<file path="config.mk">
export PLATFORM = sky130hd
export DESIGN_NAME = proportional_band_slot_pwm_core
export DESIGN_NICKNAME = d
export VERILOG_FILES = /design/src/rtl/pbs_pkg.sv /design/src/rtl/proportional_band_slot_pwm_core.sv /design/src/rtl/pbs_front.sv /design/src/rtl/pbs_fifo.sv /design/src/rtl/pbs_back.sv
export SDC_FILE = /design/constraint.sdc
export NUM_CORES = 1
export LEC_CHECK = 0
export ABC_CLOCK_PERIOD_IN_PS = 4650
export CORE_ASPECT_RATIO = 1.25
export CORE_UTILIZATION = 33
export DETAILED_ROUTE_END_ITERATION = 7
export DONT_BUFFER_PORTS = 1
export GPL_TIMING_DRIVEN = 0
export PLACE_DENSITY = 0.57
export SLEW_MARGIN = 40
export SYNTH_ARGS = -nofsm -noshare
export SYNTH_HDL_FRONTEND = slang
export SYNTH_HIERARCHICAL = 1
export SYNTH_SLANG_ARGS = --single-unit
</file>
<file path="constraint.sdc">
create_clock -name clk -period 4.65 [get_ports clk]
set_input_delay 0.2325 -clock clk [delete_from_list [all_inputs] [get_ports clk]]
set_output_delay 0.2325 -clock clk [all_outputs]
set_load 0.02 [all_outputs]
</file>
<file path="src/rtl/pbs_pkg.sv">
`timescale 1ns / 1ps

package pbs_pkg;

  // Period and converter geometry.
  localparam int SLOT_COUNT  = 20;
  localparam int SAMPLE_BITS = 10;

  // Field widths.
  localparam int SLOT_W    = 5;
  localparam int PCT_W     = 7;
  localparam int TENTH_W   = 4;
  localparam int ERR_W     = 8;
  localparam int CFG_W     = 7;
  localparam int CFG_IDX_W = 2;

  // Derived widths for the drive level and the band division.
  localparam int DRIVE_W = $clog2(SLOT_COUNT + 1);
  localparam int QUO_W   = $clog2(SLOT_COUNT);
  localparam int NUM_W   = CFG_W + QUO_W;

  // Scaling to tenths of a percent.
  localparam int TENTHS_SCALE = 1000;
  localparam int TENTHS_W     = 10;
  localparam int PROD_W       = SAMPLE_BITS + TENTHS_W;
  localparam int FULL_SCALE   = (1 << SAMPLE_BITS) - 1;

  // Division by ten as a reciprocal multiply, exact for inputs up to 1028.
  localparam int RECIP_10    = 205;
  localparam int RECIP_SHIFT = 11;
  localparam int RECIP_W     = TENTHS_W + 8;

  // Queue between the front and the back.
  localparam int FIFO_DEPTH = 2;
  localparam int PTR_W      = (FIFO_DEPTH > 1) ? $clog2(FIFO_DEPTH) : 1;
  localparam int CNT_W      = $clog2(FIFO_DEPTH + 1);

  // Reset values of the registers.
  localparam logic [CFG_W-1:0] SETPOINT_RESET   = CFG_W'(40);
  localparam logic [CFG_W-1:0] BAND_WIDTH_RESET = CFG_W'(30);

  // Register indexes on the configuration port.
  typedef enum logic [CFG_IDX_W-1:0] {
    REG_SETPOINT   = 2'd0,
    REG_BAND_WIDTH = 2'd1
  } reg_idx_t;

  typedef struct packed {
    logic [CFG_W-1:0] setpoint;
    logic [CFG_W-1:0] band_width;
  } cfg_t;

  // One classified item as it waits for the slot sequencer.
  typedef struct packed {
    logic [PCT_W-1:0]          pct;
    logic [TENTH_W-1:0]        tenth;
    logic signed [ERR_W-1:0]   err;
    logic [DRIVE_W-1:0]        drive;
  } entry_t;

endpackage

</file>
<file path="src/rtl/proportional_band_slot_pwm_core.sv">
`timescale 1ns / 1ps

// Proportional band controller with a time-proportioning slot output. Each
// sample accepted (start high while busy is low) produces twenty slot results
// on consecutive cycles, one per cycle, each marked by out_strobe; the
// receiver cannot hold them off, so it must take every strobed result. The
// slot sequencer takes a new sample only after the last slot of the current
// one, and when the next sample waits in the queue its results follow the
// last slot without a gap. A sample passes through an eleven-stage arithmetic
// pipeline (scaling, percent split, band classification and a
// one-bit-per-stage divider) into a two-entry queue and then into the slot
// sequencer registers behind the result ports. busy rises once two samples
// wait or are in flight, and falls again when the sequencer picks one up.
// Write setpoint and band_width through the cfg port only while no sample
// is pending.
module proportional_band_slot_pwm_core (
  input  logic                                 clk,
  input  logic                                 rst_n,
  input  logic                                 start,
  output logic                                 busy,
  input  logic [pbs_pkg::SAMPLE_BITS-1:0]      in_sample,
  output logic                                 out_strobe,
  output logic                                 out_slot_on,
  output logic [pbs_pkg::SLOT_W-1:0]           out_slot_index,
  output logic                                 out_last_slot,
  output logic [pbs_pkg::PCT_W-1:0]            out_level_percent,
  output logic [pbs_pkg::TENTH_W-1:0]          out_level_tenth,
  output logic signed [pbs_pkg::ERR_W-1:0]     out_control_error,
  input  logic                                 cfg_we,
  input  logic [pbs_pkg::CFG_IDX_W-1:0]        cfg_index,
  input  logic [pbs_pkg::CFG_W-1:0]            cfg_wdata
);

  pbs_pkg::cfg_t   cfg_r, cfg_nxt;
  logic            push, pop, empty;
  pbs_pkg::entry_t push_data, pop_data;

  // Configuration registers; unknown indexes are ignored.
  always_comb begin
    cfg_nxt = cfg_r;
    if (cfg_we) begin
      unique case (cfg_index)
        pbs_pkg::REG_SETPOINT:   cfg_nxt.setpoint   = cfg_wdata;
        pbs_pkg::REG_BAND_WIDTH: cfg_nxt.band_width = cfg_wdata;
        default: ;
      endcase
    end
  end

  always_ff @(posedge clk) begin
    if (!rst_n) begin
      cfg_r.setpoint   <= pbs_pkg::SETPOINT_RESET;
      cfg_r.band_width <= pbs_pkg::BAND_WIDTH_RESET;
    end else begin
      cfg_r <= cfg_nxt;
    end
  end

  pbs_front u_front (
    .clk       (clk),
    .rst_n     (rst_n),
    .start     (start),
    .busy      (busy),
    .in_sample (in_sample),
    .cfg       (cfg_r),
    .pop       (pop),
    .push      (push),
    .push_data (push_data)
  );

  pbs_fifo u_fifo (
    .clk       (clk),
    .rst_n     (rst_n),
    .push      (push),
    .push_data (push_data),
    .pop       (pop),
    .empty     (empty),
    .pop_data  (pop_data)
  );

  pbs_back u_back (
    .clk               (clk),
    .rst_n             (rst_n),
    .empty             (empty),
    .pop_data          (pop_data),
    .pop               (pop),
    .out_strobe        (out_strobe),
    .out_slot_on       (out_slot_on),
    .out_slot_index    (out_slot_index),
    .out_last_slot     (out_last_slot),
    .out_level_percent (out_level_percent),
    .out_level_tenth   (out_level_tenth),
    .out_control_error (out_control_error)
  );

  // Within one item the slots run on without a gap, one index per cycle.
  a_slot_advance: assert property (@(posedge clk) disable iff (!rst_n)
    out_strobe && !out_last_slot |=>
      out_strobe && (out_slot_index == $past(out_slot_index) + pbs_pkg::SLOT_W'(1)))
    else $error("slot sequence broke inside an item");

  // Once a slot is off, every later slot of the same item is off.
  a_slot_monotonic: assert property (@(posedge clk) disable iff (!rst_n)
    out_strobe && !out_last_slot && !out_slot_on |=> !out_slot_on)
    else $error("slot output turned on after an off slot");

  // The measured fields hold for the whole item.
  a_fields_hold: assert property (@(posedge clk) disable iff (!rst_n)
    out_strobe && !out_last_slot |=>
      $stable(out_level_percent) && $stable(out_level_tenth) && $stable(out_control_error))
    else $error("item fields changed between slots");

endmodule

</file>
<file path="src/rtl/pbs_front.sv">
`timescale 1ns / 1ps

module pbs_front (
  input  logic                                 clk,
  input  logic                                 rst_n,
  input  logic                                 start,
  output logic                                 busy,
  input  logic [pbs_pkg::SAMPLE_BITS-1:0]      in_sample,
  input  pbs_pkg::cfg_t                        cfg,
  input  logic                                 pop,
  output logic                                 push,
  output pbs_pkg::entry_t                      push_data
);

  localparam int PROD_W   = pbs_pkg::PROD_W;
  localparam int TENTHS_W = pbs_pkg::TENTHS_W;
  localparam int PCT_W    = pbs_pkg::PCT_W;
  localparam int ERR_W    = pbs_pkg::ERR_W;
  localparam int CFG_W    = pbs_pkg::CFG_W;
  localparam int NUM_W    = pbs_pkg::NUM_W;
  localparam int QUO_W    = pbs_pkg::QUO_W;
  localparam int DRIVE_W  = pbs_pkg::DRIVE_W;
  localparam int SB       = pbs_pkg::SAMPLE_BITS;
  localparam int CNT_W    = pbs_pkg::CNT_W;

  // Items accepted and not yet taken from the queue by the back.
  logic [CNT_W-1:0] used_r, used_nxt;
  logic             accept;

  assign busy   = (used_r == CNT_W'(pbs_pkg::FIFO_DEPTH));
  assign accept = start && !busy;

  always_comb begin
    used_nxt = used_r;
    if (accept && !pop) begin
      used_nxt = used_r + CNT_W'(1);
    end else if (!accept && pop) begin
      used_nxt = used_r - CNT_W'(1);
    end
  end

  always_ff @(posedge clk) begin
    if (!rst_n) begin
      used_r <= '0;
    end else begin
      used_r <= used_nxt;
    end
  end

  // Stage 1: sample times one thousand.
  logic              v1_r;
  logic [PROD_W-1:0] prod1_r;

  // Stage 2: quotient estimate of the division by full scale.
  logic                v2_r;
  logic [PROD_W-1:0]   prod2_r;
  logic [TENTHS_W-1:0] q0_2_r;
  logic [PROD_W:0]     est_sum;

  assign est_sum = (PROD_W+1)'(prod1_r) + (PROD_W+1)'(prod1_r >> SB);

  // Stage 3: one correction step gives the exact tenths.
  logic                v3_r;
  logic [TENTHS_W-1:0] ten3_r;
  logic [PROD_W-1:0]   rem3;

  assign rem3 = prod2_r - (PROD_W'(q0_2_r) << SB) + PROD_W'(q0_2_r);

  // Stage 4: whole percent by reciprocal multiply.
  logic                       v4_r;
  logic [TENTHS_W-1:0]        ten4_r;
  logic [PCT_W-1:0]           pct4_r;
  logic [pbs_pkg::RECIP_W-1:0] recip_prod;

  assign recip_prod = pbs_pkg::RECIP_W'(ten3_r) * pbs_pkg::RECIP_W'(pbs_pkg::RECIP_10);

  // Stage 5: tenths digit, error and band classification.
  logic                     v5_r;
  pbs_pkg::entry_t          meta5_r;
  logic                     lo5_r, hi5_r;
  logic [CFG_W-1:0]         off5_r;
  logic [TENTHS_W-1:0]      digit5;
  logic signed [ERR_W-1:0]  err5, half5, sum5;
  pbs_pkg::entry_t          meta5_nxt;

  always_comb begin
    digit5   = ten4_r - (TENTHS_W'(pct4_r) << 3) - (TENTHS_W'(pct4_r) << 1);
    err5     = $signed(ERR_W'(cfg.setpoint)) - $signed(ERR_W'(pct4_r));
    half5    = $signed(ERR_W'(cfg.band_width >> 1));
    sum5     = err5 + half5;
    meta5_nxt       = '0;
    meta5_nxt.pct   = pct4_r;
    meta5_nxt.tenth = pbs_pkg::TENTH_W'(digit5);
    meta5_nxt.err   = err5;
  end

  // Stage 6: numerator of the band division.
  logic             v6_r;
  pbs_pkg::entry_t  meta6_r;
  logic             lo6_r, hi6_r;
  logic [NUM_W-1:0] num6_r;

  // Restoring divider, one quotient bit per stage.
  logic [QUO_W-1:0]  dv_r;
  logic [NUM_W-1:0]  rem_r  [QUO_W];
  logic [QUO_W-1:0]  quo_r  [QUO_W];
  pbs_pkg::entry_t   meta_r [QUO_W];
  logic [QUO_W-1:0]  lo_r, hi_r;

  logic [NUM_W-1:0]  rem_in  [QUO_W];
  logic [QUO_W-1:0]  quo_in  [QUO_W];
  logic [NUM_W-1:0]  rem_nxt [QUO_W];
  logic [QUO_W-1:0]  quo_nxt [QUO_W];
  logic [NUM_W-1:0]  dsr     [QUO_W];

  always_comb begin
    for (int k = 0; k < QUO_W; k++) begin
      rem_in[k] = (k == 0) ? num6_r : rem_r[(k == 0) ? 0 : k - 1];
      quo_in[k] = (k == 0) ? '0     : quo_r[(k == 0) ? 0 : k - 1];
      dsr[k]    = NUM_W'(cfg.band_width) << (QUO_W - 1 - k);
      quo_nxt[k] = quo_in[k];
      rem_nxt[k] = rem_in[k];
      if (rem_in[k] >= dsr[k]) begin
        rem_nxt[k] = rem_in[k] - dsr[k];
        quo_nxt[k][QUO_W-1-k] = 1'b1;
      end
    end
  end

  // Pipeline valid bits.
  always_ff @(posedge clk) begin
    if (!rst_n) begin
      v1_r <= 1'b0;
      v2_r <= 1'b0;
      v3_r <= 1'b0;
      v4_r <= 1'b0;
      v5_r <= 1'b0;
      v6_r <= 1'b0;
      dv_r <= '0;
    end else begin
      v1_r <= accept;
      v2_r <= v1_r;
      v3_r <= v2_r;
      v4_r <= v3_r;
      v5_r <= v4_r;
      v6_r <= v5_r;
      for (int k = 0; k < QUO_W; k++) begin
        dv_r[k] <= (k == 0) ? v6_r : dv_r[(k == 0) ? 0 : k - 1];
      end
    end
  end

  // Pipeline payload.
  always_ff @(posedge clk) begin
    prod1_r <= PROD_W'(in_sample) * PROD_W'(pbs_pkg::TENTHS_SCALE);
    prod2_r <= prod1_r;
    q0_2_r  <= TENTHS_W'(est_sum >> SB);
    ten3_r  <= q0_2_r + TENTHS_W'(rem3 >= PROD_W'(pbs_pkg::FULL_SCALE));
    ten4_r  <= ten3_r;
    pct4_r  <= PCT_W'(recip_prod >> pbs_pkg::RECIP_SHIFT);
    meta5_r <= meta5_nxt;
    lo5_r   <= (err5 < -half5);
    hi5_r   <= (err5 >= half5);
    off5_r  <= CFG_W'(sum5);
    meta6_r <= meta5_r;
    lo6_r   <= lo5_r;
    hi6_r   <= hi5_r;
    num6_r  <= NUM_W'(off5_r) * NUM_W'(pbs_pkg::SLOT_COUNT - 1);
    for (int k = 0; k < QUO_W; k++) begin
      rem_r[k]  <= rem_nxt[k];
      quo_r[k]  <= quo_nxt[k];
      meta_r[k] <= (k == 0) ? meta6_r : meta_r[(k == 0) ? 0 : k - 1];
      lo_r[k]   <= (k == 0) ? lo6_r   : lo_r[(k == 0) ? 0 : k - 1];
      hi_r[k]   <= (k == 0) ? hi6_r   : hi_r[(k == 0) ? 0 : k - 1];
    end
  end

  // Final drive level into the queue.
  always_comb begin
    push      = dv_r[QUO_W-1];
    push_data = meta_r[QUO_W-1];
    if (lo_r[QUO_W-1]) begin
      push_data.drive = '0;
    end else if (hi_r[QUO_W-1]) begin
      push_data.drive = DRIVE_W'(pbs_pkg::SLOT_COUNT);
    end else begin
      push_data.drive = DRIVE_W'(quo_r[QUO_W-1]) + DRIVE_W'(1);
    end
  end

endmodule

</file>
<file path="src/rtl/pbs_fifo.sv">
`timescale 1ns / 1ps

module pbs_fifo (
  input  logic             clk,
  input  logic             rst_n,
  input  logic             push,
  input  pbs_pkg::entry_t  push_data,
  input  logic             pop,
  output logic             empty,
  output pbs_pkg::entry_t  pop_data
);

  localparam int PTR_W = pbs_pkg::PTR_W;
  localparam int CNT_W = pbs_pkg::CNT_W;

  pbs_pkg::entry_t  mem_r [pbs_pkg::FIFO_DEPTH];
  logic [PTR_W-1:0] wr_ptr_r, wr_ptr_nxt;
  logic [PTR_W-1:0] rd_ptr_r, rd_ptr_nxt;
  logic [CNT_W-1:0] count_r, count_nxt;

  assign empty    = (count_r == '0);
  assign pop_data = mem_r[rd_ptr_r];

  // Pointer and fill count updates; the front never pushes into a full queue.
  always_comb begin
    wr_ptr_nxt = wr_ptr_r;
    rd_ptr_nxt = rd_ptr_r;
    count_nxt  = count_r;
    if (push) begin
      wr_ptr_nxt = (wr_ptr_r == PTR_W'(pbs_pkg::FIFO_DEPTH - 1)) ? '0
                                                                 : wr_ptr_r + PTR_W'(1);
    end
    if (pop) begin
      rd_ptr_nxt = (rd_ptr_r == PTR_W'(pbs_pkg::FIFO_DEPTH - 1)) ? '0
                                                                 : rd_ptr_r + PTR_W'(1);
    end
    if (push && !pop) begin
      count_nxt = count_r + CNT_W'(1);
    end else if (!push && pop) begin
      count_nxt = count_r - CNT_W'(1);
    end
  end

  always_ff @(posedge clk) begin
    if (!rst_n) begin
      wr_ptr_r <= '0;
      rd_ptr_r <= '0;
      count_r  <= '0;
    end else begin
      wr_ptr_r <= wr_ptr_nxt;
      rd_ptr_r <= rd_ptr_nxt;
      count_r  <= count_nxt;
    end
  end

  // Entry storage.
  always_ff @(posedge clk) begin
    if (push) begin
      mem_r[wr_ptr_r] <= push_data;
    end
  end

endmodule

</file>
<file path="src/rtl/pbs_back.sv">
`timescale 1ns / 1ps

module pbs_back (
  input  logic                                 clk,
  input  logic                                 rst_n,
  input  logic                                 empty,
  input  pbs_pkg::entry_t                      pop_data,
  output logic                                 pop,
  output logic                                 out_strobe,
  output logic                                 out_slot_on,
  output logic [pbs_pkg::SLOT_W-1:0]           out_slot_index,
  output logic                                 out_last_slot,
  output logic [pbs_pkg::PCT_W-1:0]            out_level_percent,
  output logic [pbs_pkg::TENTH_W-1:0]          out_level_tenth,
  output logic signed [pbs_pkg::ERR_W-1:0]     out_control_error
);

  localparam int SLOT_W  = pbs_pkg::SLOT_W;
  localparam int DRIVE_W = pbs_pkg::DRIVE_W;

  logic              active_r, active_nxt;
  logic [SLOT_W-1:0] slot_r, slot_nxt;
  pbs_pkg::entry_t   cur_r;
  logic              at_last;

  assign at_last = active_r && (slot_r == SLOT_W'(pbs_pkg::SLOT_COUNT - 1));
  assign pop     = (!active_r || at_last) && !empty;

  // Slot sequencer: a waiting item starts right after the last slot.
  always_comb begin
    active_nxt = active_r;
    slot_nxt   = slot_r;
    if (pop) begin
      active_nxt = 1'b1;
      slot_nxt   = '0;
    end else if (at_last) begin
      active_nxt = 1'b0;
    end else if (active_r) begin
      slot_nxt = slot_r + SLOT_W'(1);
    end
  end

  always_ff @(posedge clk) begin
    if (!rst_n) begin
      active_r <= 1'b0;
      slot_r   <= '0;
    end else begin
      active_r <= active_nxt;
      slot_r   <= slot_nxt;
    end
  end

  always_ff @(posedge clk) begin
    if (pop) begin
      cur_r <= pop_data;
    end
  end

  // Result fields straight from the sequencer registers.
  assign out_strobe        = active_r;
  assign out_slot_on       = (DRIVE_W'(slot_r) < cur_r.drive);
  assign out_slot_index    = slot_r;
  assign out_last_slot     = at_last;
  assign out_level_percent = cur_r.pct;
  assign out_level_tenth   = cur_r.tenth;
  assign out_control_error = cur_r.err;

endmodule
</file>
=== Yosys cells after proc, flatten, opt, wreduce, memory -nomap -nowiden ===
Memories as Yosys holds them, arrays and structs flattened. A register that Yosys moved wholly into a read port is not among the register bits.
Cells that the tools add are included.
Widths: inputs -> output; s select.

* Add/subtract/negate cells: 22
* Multiply operators: 3
* $lt $le $gt $ge: 9
* Equality and inequality tests: 3
* Muxes and demuxes: 22
* Bitwise operators: 2
* Reduce and logical (&&, ||, !) cells: 23

{| class="wikitable"
|+ Operators with widths
! operator !! number
|-
| $mux 12 || 5
|-
| $add 20x10->20 || 2
|-
| $ge 20x10->1 const B || 1
|-
| $sub 20x20->20 || 1
|-
| $mul 10x8->18 const B || 1
|-
| $mul 10x7->17 const B || 1
|-
| $ge 12x10->1 || 1
|-
| $ge 12x11->1 || 1
|-
| $ge 12x7->1 || 1
|-
| $ge 12x8->1 || 1
|-
| $ge 12x9->1 || 1
|-
| $mul 7x5->12 const B || 1
|-
| $sub 12x10->12 || 1
|-
| $sub 12x11->12 || 1
|-
| $sub 12x7->12 || 1
|-
| $sub 12x8->12 || 1
|-
| $sub 12x9->12 || 1
|-
| $mux 1 || 11
|-
| $add 10x1->10 || 1
|-
| $add 5x1->5 const B || 2
|-
| $mux 5 || 2
|-
| $ge 8x7->1 || 1
|-
| $lt 8x8->1 || 1
|-
| $mux 2 || 4
|-
| other kinds (19) || 40
|}

* Flip-flop bits (word level): 173
* Memory bits (writable): 253
* Input bits: 23
* Word-level logic and storage cells: 123
* Memories kept: 4

{| class="wikitable"
|+ Memories
! memory !! words !! width !! read ports !! clocked after Yosys merged registers in !! wr ports !! line !! text
|-
| u_front.meta_r || 5 || 24 || 5 || 0 || 5 || pbs_front.sv:107 || <nowiki>pbs_pkg::entry_t meta_r [QUO_W];</nowiki>
|-
| u_front.rem_r || 5 || 12 || 4 || 0 || 5 || pbs_front.sv:105 || <nowiki>logic [NUM_W-1:0] rem_r [QUO_W];</nowiki>
|-
| u_fifo.mem_r || 2 || 24 || 1 || 1 || 1 || pbs_fifo.sv:16 || <nowiki>pbs_pkg::entry_t mem_r [pbs_pkg::FIFO_DEPTH];</nowiki>
|-
| u_front.quo_r || 5 || 5 || 5 || 0 || 5 || pbs_front.sv:106 || <nowiki>logic [QUO_W-1:0] quo_r [QUO_W];</nowiki>
|}

=== Longest topological paths before layout ===
* Depth after elaboration: 7
* Mapped depth: 16
* Depth with buffers taken out: 16

=== Modules after synthesis ===
The synthesis kept the hierarchy.

{| class="wikitable"
|+ Modules (own cells, without submodules)
! module !! times used !! cells an instance !! area each (sq um) !! seq. area each (sq um)
|-
| pbs_front || 1 || 1,319 || 14,226.1 || 6,145.9
|-
| pbs_fifo || 1 || 96 || 1,941.9 || 1,541.5
|-
| pbs_back || 1 || 91 || 1,291.2 || 840.8
|-
| proportional_band_slot_pwm_core || 1 || 59 || 581.8 || 280.3
|}

=== Worst setup path before layout ===
Ideal clock, no wire load.

* Kind: flip-flop to flip-flop
* From: reg u_front.ten3_r[2]
* To: reg u_front.pct4_r[6]
* Setup time: 132 ps
* Arrival time: 3,919 ps
* Data required time: 4,518 ps
* Slack: 599 ps
* Stages on the path, launching flop included: 15
* Buffers on the path: 0
* Cell sequence: dfxtp_1 > ha_1 > inv_1 > fa_1 > fa_1 > inv_1 > fa_1 > ha_1 > o21a_1 > o21ai_0 > a221oi_1 > o41ai_2 > nor2_1 > a2111oi_1 > xnor2_1

* Cells in the longest elaborated chain, start to end: 1

{| class="wikitable"
|+ Ends and longest elaborated chain
! item !! line !! text
|-
| from (decl) || pbs_front.sv:64 || <nowiki>logic [TENTHS_W-1:0] ten3_r;</nowiki>
|-
| from (signal assigned) || pbs_front.sv:158 || <nowiki>ten3_r <= q0_2_r + TENTHS_W'(rem3 >= PROD_W'(pbs_pkg::FULL_SCALE));</nowiki>
|-
| $mul 10x8->18 || pbs_front.sv:75 || <nowiki>assign recip_prod = pbs_pkg::RECIP_W'(ten3_r) * pbs_pkg::RECIP_W'(pbs_pkg::RECIP_10);</nowiki>
|-
| net u_front.recip_prod (one bit) || pbs_front.sv:73 || <nowiki>logic [pbs_pkg::RECIP_W-1:0] recip_prod;</nowiki>
|-
| to (signal assigned) || pbs_front.sv:160 || <nowiki>pct4_r <= PCT_W'(recip_prod >> pbs_pkg::RECIP_SHIFT);</nowiki>
|-
| to (decl) || pbs_front.sv:72 || <nowiki>logic [PCT_W-1:0] pct4_r;</nowiki>
|}

The timed path passes the listed nets, and every way through them passes these cells.
A chain may end at the register's enable or synchronous reset.

=== Worst setup path after layout ===
* From: reg u_front.ten3_r[6]
* To: reg u_front.pct4_r[6]

The elaborated chain is that of the path after synthesis.

==> results.yml <==
cells_and_area:
  multi_input_area_um2: 8185
  syn2layout_area_growth_pct: 14.13
  layout_common_cells: "dfxtp_1, ha_1, inv_1"
  drive_above_1_share_pct: 9.765
  layout_commonest_cell: "dfxtp_1"
  nets: 1931
  layout.area.seq_um2: 8808
  n_fill_cell: 5087
global_route:
  grt_pass1_wl_mm: 49.49
  grt_pass1_vias: 10680
  grt.overflow.total: 0
  antenna_found_initial: 5
  grt_max_degree: 25
  grt_use_met2_pct: 20.76
  grt_use_total_pct: 10.88
  grt-busiest-layer: "met2"
  met3_usage_pct: 2.457
  met1_usage_pct: 11.46
clock_tree:
  clk_latency_ns: 0.54
  htree_num_levels: 2
  cts_num_sinks: 404
  clk_pin_slew_worst_paths_ns: 0.06
  cts_max_path_buffers: 3
  cts.root.buffer_cell: "clkbuf_16"
  cts_setup_buffers: 0
  cts_made_buffers: 41
  cts_tree: "yes"
sta:
  tns_ns: 0
  finalClockSkew_ns: 0.01028
  fin_crit_sh_pct: 95.03
  period_needed_ns: 4.419
  tightest_slew_ns: 0.7612
  slew_headroom_pct: 48.95
  hold_ws_ns: 0.02787
  final.setup.worst_slack_ns: 0.2310
  hold_violations: 0
  setup_viol: 0
  rsz0062_at_grt: "false"
  fmax_mhz: 226.3
  slew_violations: 0
floorplan:
  chipHeight_um: 263.4
  core-area_um2: 53850
  die_area_um2: 55610
  num_rows: 95
  die_width_um: 211.1
  initial_core_util_pct: 33.51
  io_pins: 51
logic_synthesis:
  netlist_area_um2: 18040
  syn_area_per_cell_um2: 11.53
  synth-edff-count: 72
  synth_fp_nets: 1869
  yosys_warnings: 6
  synth-seq-area-share_pct: 48.82
  syn_inst: 1565
  yosysUniqueCellTypes: 66
  synth_seq_cells: 404
  postSynth.topFlopCell: "dfxtp_1"
  async_flop_share_pct: 0
min_path:
  hold_path.class: "in -> reg"
  min-delay-start: "rst_n"
  hold_end: "cfg_r[10]"
  whs_path_depth: 2
drt:
  vias_per_cell: 4.364
  dr.pass1.iters: 5
  dr_total_vias: 10420
  drc: 0
  wire_per_inst_um: 12.40
  wirelength_mm: 29.60
  drtIter0Drc: 432
  ant_nets: 0
run:
  drv_cap: 0
place:
  pre_cts_ws_ns: 0.2080
  place_congestion: 0.7735
  numPortBuffers: 0
  post-dp-hpwl_mm: 22.57
critical_path:
  critPathMaxFanout: 4
  critPathKind: "reg -> reg"
  reg2reg_to: "u_front/pct4_r[6]"
  startpoint_type: "flop"
  rrSetupSlack_ns: 0.23
  rr_startpoint: "u_front/ten3_r[6]"
  crit_start: "u_front/ten3_r[6]"
  critPathRequiredTime_ns: 5.06
  worst_setup_path_end_kind: "flop"
  r2r_cells: 14
  arrival_ns: 4.83
status:
  status: "finished clean"
[through the flow]
stage | instance area [µm²] | std cells | util (%)
5_1_grt | 20590 | 2387 | 38.23
6_report | 20590 | 2388 | 38.24
3_5_place_dp | 19000 | 2294 | 35.28
3_3_place_gp | 18950 | 2292 | 35.19
2_1_floorplan | 18040 | 1565 | -
4_1_cts | 20580 | 2386 | 38.23
[area by class of cell]
type	count	share of cell area, %
Buffer	51	1.756
Multi-Input combinational cell	923	39.75
Tap cell	727	4.418
Clock buffer	56	5.961
Sequential cell	404	42.78
Antenna cell	2	0.02431
Clock inverter	19	0.9237
Timing Repair Buffer	19	0.9723
Inverter	187	3.409
[cell usage after synthesis, types with 3 or more instances]
| library cell | n | area [µm²] |
|---|---|---|
| xnor2_1 | 68 | 595.6 |
| dfxtp_1 | 332 | 6646 |
| a2111oi_0 | 4 | 35.03 |
| mux2_2 | 30 | 337.8 |
| ha_1 | 225 | 2815 |
| a221oi_1 | 4 | 35.03 |
| and3_1 | 7 | 43.79 |
| nor4b_1 | 3 | 26.28 |
| edfxtp_1 | 72 | 2162 |
| buf_4 | 41 | 307.8 |
| xor2_1 | 33 | 289.0 |
| nor2b_1 | 24 | 150.1 |
| nor2_1 | 65 | 244.0 |
| a31oi_1 | 6 | 37.54 |
| a21o_1 | 22 | 165.2 |
| nand2_1 | 66 | 247.7 |
| mux2i_1 | 14 | 140.1 |
| nand3_1 | 24 | 120.1 |
| a21oi_1 | 54 | 270.3 |
| o21a_1 | 11 | 82.58 |
| nand2b_1 | 15 | 93.84 |
| fa_1 | 56 | 1121 |
| o31ai_1 | 5 | 37.54 |
| nand3b_1 | 4 | 30.03 |
| nor4_1 | 8 | 50.05 |
| inv_1 | 187 | 701.9 |
| o211ai_1 | 9 | 67.56 |
| clkbuf_1 | 7 | 26.28 |
| o21ai_0 | 54 | 270.3 |
| nor3_1 | 13 | 65.06 |
| a211oi_1 | 6 | 45.04 |
| nand4_1 | 13 | 81.33 |
| or3_1 | 3 | 18.77 |
| o21bai_1 | 13 | 97.59 |
| nand4b_1 | 5 | 43.79 |
| and2_1 | 16 | 100.1 |
| a21boi_0 | 7 | 52.55 |
[state kept, by name, summed over array words and instances (netlist names), 12 cells and up, named ones only]
name and flops:
u_front/meta5_r 19, cfg_r 14, u_front/meta_r 95, u_front/prod2_r 17
u_front/meta6_r 19, u_front/rem_r 48, u_fifo/mem_r 48, u_front/prod1_r 17
u_front/quo_r 15, u_front/num6_r 12
[how the worst max path moves through the flow]
stage	end	slack, ns	cells after the start
2_1_floorplan	u_front/pct4_r[6]	0.60	14
3_3_place_gp	u_front/pct4_r[6]	0.29	14
3_5_place_dp	u_front/pct4_r[6]	0.21	14
4_1_cts	u_front/pct4_r[6]	0.18	14
5_1_grt	u_front/pct4_r[6]	0.002	14
6_report	u_front/pct4_r[6]	0.23	14
[routing by layer]
metal  share of wire (%)  routed length [µm]
met1                  40               11900
met2                  53               15620
met3                 4.4                1295
met4                 2.5                 742
met5                0.14                  41
[critical path, stage by stage (launching register included)]
cell	delay, ns
dfxtp_1	0.41
ha_1	0.26
inv_1	0.12
fa_1	0.46
fa_1	0.54
inv_1	0.05
fa_1	0.47
ha_1	0.29
o21a_1	0.16
o21ai_0	0.21
a221oi_1	0.21
o41ai_2	0.39
nor2_1	0.10
a2111oi_1	0.49
xnor2_1	0.13
[repair_timing]
action                     CTS  global route
hold endpoints to repair    32             0
hold buffers                17             0
setup endpoints to repair    0             0
gates resized for setup      0             0
[logic make-up after synthesis]
| group | Yosys count | synth area share, % |
|---|---|---|
| flops | 404 | 48.82 |
| fa+ha+maj | 281 | 21.82 |
| buf+inv | 238 | 5.895 |
| simple gates | 281 | 8.066 |
| xor+xnor | 101 | 4.903 |
| compound gates | 216 | 7.844 |
| mux | 44 | 2.649 |
Power is left out: the tool's default activity adds up to more than one toggle a clock period on the data nets, which glitch-free logic cannot reach.
